--- config.mk ---
export PLATFORM = sky130hd
export DESIGN_NAME = sliding_window_lower_median
export DESIGN_NICKNAME = d
export VERILOG_FILES = /design/src/rtl/swlm_pkg.sv /design/src/rtl/swlm_cell.sv /design/src/rtl/sliding_window_lower_median.sv
export SDC_FILE = /design/constraint.sdc
export NUM_CORES = 2
export LEC_CHECK = 0
export BUFFER_PORTS_ARGS = -buffer_cell sky130_fd_sc_hd__clkbuf_2
export CAP_MARGIN = 20
export CORE_MARGIN = 4
export CORE_UTILIZATION = 43
export DETAILED_ROUTE_END_ITERATION = 10
export PLACE_DENSITY = 0.69
export SETUP_SLACK_MARGIN = 0.3
export SLEW_MARGIN = 15
export SYNTH_ARGS = -nofsm -noshare
export SYNTH_HDL_FRONTEND = slang
export SYNTH_SLANG_ARGS = --single-unit
--- constraint.sdc ---
create_clock -name clock -period 41 [get_ports clock]
set_clock_uncertainty 0.2 [all_clocks]
set_input_delay 4.1 -clock clock [delete_from_list [all_inputs] [get_ports clock]]
set_output_delay 4.1 -clock clock [all_outputs]
set_load 0.05 [all_outputs]
--- src/rtl/swlm_pkg.sv ---
// Package with the shared constants and types of the sliding-window median filter.
package swlm_pkg;

   localparam int WINDOW_MAX  = 32;
   localparam int SAMPLE_BITS = 16;
   localparam int CFG_BITS    = 6;
   localparam int COUNT_BITS  = $clog2(WINDOW_MAX + 1);
   localparam int IDX_BITS    = (WINDOW_MAX > 1) ? $clog2(WINDOW_MAX) : 1;
   localparam int AGE_BITS    = IDX_BITS;

   typedef struct packed {
      logic signed [SAMPLE_BITS-1:0] value;
      logic [AGE_BITS-1:0]           age;
      logic                          le;
   } cell_view_type;

   typedef struct packed {
      logic                advance;
      logic                full;
      logic [AGE_BITS-1:0] oldest_age;
   } cell_ctl_type;

endpackage

--- src/rtl/swlm_cell.sv ---
// One cell of the sorted window chain: holds one sample and its age.
module swlm_cell
   import swlm_pkg::*;
(
   input  logic                          clock,
   input  cell_ctl_type                  ctl,
   input  logic                          entry_valid,
   input  logic signed [SAMPLE_BITS-1:0] sample,
   input  logic                          shift_in,
   input  cell_view_type                 left_view,
   input  cell_view_type                 right_view,
   output cell_view_type                 own_view,
   output logic                          shift_out
);

   logic signed [SAMPLE_BITS-1:0] value_ff;
   logic signed [SAMPLE_BITS-1:0] value_in;
   logic [AGE_BITS-1:0]           age_ff;
   logic [AGE_BITS-1:0]           age_in;
   logic                          drop_here;
   logic                          shift_here;
   cell_view_type                 cur_view;
   cell_view_type                 prev_view;

   assign own_view.value = value_ff;
   assign own_view.age   = age_ff;
   assign own_view.le    = entry_valid && ($signed(value_ff) <= $signed(sample));

   // When full, the oldest entry leaves; every cell from it upward takes its right neighbor.
   assign drop_here  = ctl.full && entry_valid && (age_ff == ctl.oldest_age);
   assign shift_here = shift_in || drop_here;
   assign shift_out  = shift_here;

   assign cur_view  = shift_here ? right_view : own_view;
   assign prev_view = shift_in ? own_view : left_view;

   always_comb begin
      if (cur_view.le) begin
         value_in = cur_view.value;
         age_in   = cur_view.age + AGE_BITS'(1);
      end else if (prev_view.le) begin
         value_in = sample;
         age_in   = '0;
      end else begin
         value_in = prev_view.value;
         age_in   = prev_view.age + AGE_BITS'(1);
      end
   end

   always_ff @(posedge clock) begin
      if (ctl.advance) begin
         value_ff <= value_in;
         age_ff   <= age_in;
      end
   end

endmodule

--- src/rtl/sliding_window_lower_median.sv ---
// Top level of the sliding-window lower median filter.
// The req channel carries one signed sample per item; an item is taken at a
// rising edge with req_valid high and req_stall low. The rsp channel returns
// the lower median of the latest k samples, handed over at an edge with
// rsp_valid high and rsp_stall low. The csr channel writes the window size k
// (1 to 32; 0 acts as 1, larger values as 32) and empties the window; it is
// ready only while no result is pending.
// The first k-1 samples after reset or a size write give no result; each
// later sample gives one. A result is registered first in pend_ff and then
// in the rsp output register. A chain of 32 cells updates the sorted window
// as each sample is taken, so one sample is taken every cycle while rsp
// keeps moving. When rsp_stall holds a result, one more result waits inside
// and then req_stall rises until the output drains.
// Synchronous reset sets k to 32, empties the window and drops all results.
module sliding_window_lower_median
   import swlm_pkg::*;
(
   input  logic                          clock,
   input  logic                          reset,
   input  logic                          req_valid,
   output logic                          req_stall,
   input  logic signed [SAMPLE_BITS-1:0] req_sample,
   output logic                          rsp_valid,
   input  logic                          rsp_stall,
   output logic signed [SAMPLE_BITS-1:0] rsp_median_value,
   input  logic                          csr_valid,
   output logic                          csr_ready,
   input  logic [CFG_BITS-1:0]           csr_window_size
);

   logic [CFG_BITS-1:0]           size_ff;
   logic [CFG_BITS-1:0]           size_in;
   logic [COUNT_BITS-1:0]         fill_ff;
   logic [COUNT_BITS-1:0]         fill_in;
   logic                          pend_ff;
   logic                          pend_in;
   logic                          rsp_valid_ff;
   logic                          rsp_valid_in;
   logic signed [SAMPLE_BITS-1:0] rsp_value_ff;
   logic signed [SAMPLE_BITS-1:0] rsp_value_in;
   logic [COUNT_BITS-1:0]         window_k;
   logic [IDX_BITS-1:0]           median_idx;
   logic                          accept;
   logic                          cfg_write;
   logic                          full;
   logic                          result_due;
   logic                          pend_move;
   cell_ctl_type                  ctl;
   cell_view_type                 views [WINDOW_MAX];
   logic                          shift_chain [WINDOW_MAX];

   always_comb begin
      if (size_ff == '0) begin
         window_k = COUNT_BITS'(1);
      end else if (size_ff > CFG_BITS'(WINDOW_MAX)) begin
         window_k = COUNT_BITS'(WINDOW_MAX);
      end else begin
         window_k = COUNT_BITS'(size_ff);
      end
   end

   assign median_idx = IDX_BITS'((window_k - COUNT_BITS'(1)) >> 1);
   assign full       = (fill_ff == window_k);
   assign accept     = req_valid && !req_stall;
   assign cfg_write  = csr_valid && csr_ready;
   assign result_due = accept && (full || ((fill_ff + COUNT_BITS'(1)) == window_k));
   assign pend_move  = pend_ff && (!rsp_valid_ff || !rsp_stall);

   assign req_stall = pend_ff && !pend_move;
   assign csr_ready = !pend_ff && !rsp_valid_ff;

   assign ctl.advance    = accept;
   assign ctl.full       = full;
   assign ctl.oldest_age = AGE_BITS'(window_k - COUNT_BITS'(1));

   assign shift_chain[0] = 1'b0;

   for (genvar i = 0; i < WINDOW_MAX; i++) begin : g_cell
      logic          entry_valid;
      cell_view_type left_view;
      cell_view_type right_view;

      assign entry_valid = (COUNT_BITS'(i) < fill_ff);

      if (i == 0) begin : g_first
         assign left_view = '{value: '0, age: '0, le: 1'b1};
      end else begin : g_inner_left
         assign left_view = views[i-1];
      end

      if (i == WINDOW_MAX - 1) begin : g_last
         assign right_view = '{value: '0, age: '0, le: 1'b0};
         swlm_cell u_cell (
            .clock       (clock),
            .ctl         (ctl),
            .entry_valid (entry_valid),
            .sample      (req_sample),
            .shift_in    (shift_chain[i]),
            .left_view   (left_view),
            .right_view  (right_view),
            .own_view    (views[i]),
            .shift_out   ()
         );
      end else begin : g_inner_right
         assign right_view = views[i+1];
         swlm_cell u_cell (
            .clock       (clock),
            .ctl         (ctl),
            .entry_valid (entry_valid),
            .sample      (req_sample),
            .shift_in    (shift_chain[i]),
            .left_view   (left_view),
            .right_view  (right_view),
            .own_view    (views[i]),
            .shift_out   (shift_chain[i+1])
         );
      end
   end

   always_comb begin
      size_in = size_ff;
      fill_in = fill_ff;
      if (cfg_write) begin
         size_in = csr_window_size;
         fill_in = '0;
      end else if (accept && !full) begin
         fill_in = fill_ff + COUNT_BITS'(1);
      end
   end

   always_comb begin
      pend_in      = result_due || (pend_ff && !pend_move);
      rsp_valid_in = pend_move || (rsp_valid_ff && rsp_stall);
      rsp_value_in = pend_move ? views[median_idx].value : rsp_value_ff;
   end

   always_ff @(posedge clock) begin
      if (reset) begin
         size_ff      <= CFG_BITS'(WINDOW_MAX);
         fill_ff      <= '0;
         pend_ff      <= 1'b0;
         rsp_valid_ff <= 1'b0;
      end else begin
         size_ff      <= size_in;
         fill_ff      <= fill_in;
         pend_ff      <= pend_in;
         rsp_valid_ff <= rsp_valid_in;
      end
   end

   always_ff @(posedge clock) begin
      rsp_value_ff <= rsp_value_in;
   end

   assign rsp_valid        = rsp_valid_ff;
   assign rsp_median_value = rsp_value_ff;

endmodule

==> metrics.yaml <==
cap_viol_max_count: 0
synth-seq-area-share_pct: 33.8
post-dp-hpwl_um: 141000
yosysTopAreaCellShare_pct: 33.4
power_per_cell_area_nw_per_um2: 35.6
start_util_pct: 43.5
cts_made_buffers: 84
drive_above_1_share_pct: 13.9
ys_warn_count: 0
dieArea_um2: 150000
grt_max_degree: 147
cp-end-kind: "flop"
ys_ff_latch: 702
place_area_um2: 64200
finalCritPeriodShare_pct: 22.7
core_um2: 142000
finalSetupTns_ps: 0
avgSynthCellArea_um2: 10.1
placed_cells: 7801
path_max_fanout: 43
grtUsageTotal_pct: 25.6
rows: 138
routabilityCongestion: 0.915
cts.sinks: 702
syn-cell-area_um2: 61900
stdcell_area_um2: 66900
postSynthCellCount: 6157
required_ps: 41250
layout.nets: 6576
finish.utilization_pct: 47.0
first_iter_violations: 6238
vias_per_cell: 6.51
min_period_ps: 9300
finalHoldViolations: 0
cts_root_buf: "clkbuf_16"
cts_hold_buf: 0
cp-start-kind: "flop"
grt_overflow: 0
max_slew_margin_pct: 18.7
status: "finished, final reports clean"
routed_wl_um: 201000
rsz0062_at_grt: "false"
setup_viol_count_final: 0
num-fill-cells: 13100
antenna_found_initial: 7
num_vias: 51800
ant_nets: 0
die_w_um: 388
max_freq_mhz: 108
p_sw_mw: 0.786
io_pins: 46
netSwitchingFraction_pct: 33.0
post_cts_resized: 0
holdCritPathClass: "flop to flop"
p_int_mw: 1.60
fp.dieH_um: 388
cts_tree: "yes"
crit_type: "flop to flop"
synth-async-reset-ratio_pct: 0
drc: 0
synthFlopType: "edfxtp_1"
io_buffer_count: 45
synthDistinctLibCells: 92
combPwrFrac_pct: 26.3
clock_power_share_pct: 31.8
area_growth_pct: 8.08
cts_buffer_depth: 3
synth_edf_count: 688
detail_route.wl_per_cell_um: 25.2
first_pass_iters: 8
yosysTopAreaCell: "edfxtp_1"
syn-num-nets: 6732
drv_slew: 0
tightest_slew_ps: 1210
layout_common_cells: "edfxtp_1 (688), mux2i_1 (639), ha_1 (547)"
htreeDepth: 3
ir_drop_mv: 0.0291
yosys-top-cells-area: "edfxtp_1 (33%), ha_1 (11%), mux2i_1 (11%), mux2_2 (6.8%), nand2_1 (2.9%)"
path_clk_slew_ps: 60
cts_setup_buffers: 0
grt_pass1_wl_um: 307000
seqPwrFrac_pct: 41.9
cellLeakagePower_nw: 27.1
final_common_cell: "edfxtp_1"
finalNonFillerCells: 7957
clkLatencyLatePin_ps: 710
worstPathArrival_ps: 9550
grt_pass1_vias: 50300
==> area by class of cell <==
type | count | area (µm²) | share of cell area, %
Antenna cell | 2 | 5.00 | 0.00748
Clock buffer | 101 | 2230 | 3.33
Clock inverter | 49 | 425 | 0.636
Inverter | 131 | 499 | 0.746
Multi-Input combinational cell | 4905 | 39200 | 58.6
Sequential cell | 702 | 20900 | 31.3
Tap cell | 1890 | 2360 | 3.53
Timing Repair Buffer | 177 | 1270 | 1.90
==> per-stage QoR <==
stage,hold WS [ps],total power [mW],worst slack (ps)
2_1_floorplan,275,1.45,22840
3_3_place_gp,298,1.60,31500
3_5_place_dp,325,1.62,31450
4_1_cts,339,2.37,31970
5_1_grt,383,2.49,31570
6_report,333,2.38,31700
==> per-layer routing <==
metal,track usage [%],routed length (µm)
met1,35.7,83500
met2,39.5,88100
met3,4.79,21100
met4,9.91,7930
met5,0,33
==> Yosys cell counts (119+ instances only) <==
library cell	number
edfxtp_1	688
xor2_1	161
nor2_1	339
xnor2_1	119
a21oi_1	291
nand3_1	176
nand2_1	481
o21ai_0	348
mux2i_1	651
clkbuf_1	288
mux2_2	373
ha_1	548
==> registers in the layout (all words and copies together), names as in the netlist <==
register,cells
rsp_valid,1
g_cell.g_last.u_cell.value_ff,16
g_cell.g_inner_right.u_cell.value_ff,496
rsp_median_value,16
pend_ff,1
size_ff,6
g_cell.g_inner_right.u_cell.age_ff,155
fill_ff,6
g_cell.g_last.u_cell.age_ff,5
==> power by group through the flow <==
stage,Clock [mW],Sequential [mW],Combinational [mW]
2_1_floorplan,0,0.985,0.464
4_1_cts,0.762,0.995,0.616
3_5_place_dp,0,1.01,0.612
3_3_place_gp,0,1.01,0.593
6_report,0.757,1.00,0.628
5_1_grt,0.793,1.01,0.688
==> final timing paths <==
check | slack, ps | depth (start not counted) | end | from
hold reg to reg | 330 | 2 | rsp_valid | pend_ff
hold / removal | 330 | 2 | rsp_valid | pend_ff
setup / recovery | 31700 | 17 | g_cell[31].g_last.u_cell.age_ff[3] | size_ff[5]
setup reg to reg | 31700 | 17 | g_cell[31].g_last.u_cell.age_ff[3] | size_ff[5]
==> critical path: stages (launching register included) <==
cell and delay, ps:
dfxtp_1 620, clkinv_1 540, o21ai_4 170, buf_4 630
ha_4 450, inv_1 270, xnor2_2 900, buf_4 650
xnor2_1 130, nand4_1 160, o22a_1 480, and4_1 760
a21o_1 310, nand4_1 140, buf_4 300, o21ai_2 890
nand2_1 860, a221o_1 530
==> cell families after synthesis <==
family          share of synthesized area [%]
compound gates                           15.6
xor+xnor                                 4.51
fa+ha+maj                                11.1
buf+inv                                  3.67
flops                                    33.8
mux                                      19.7
simple gates                             11.6
(Power assumes the default switching activity.)
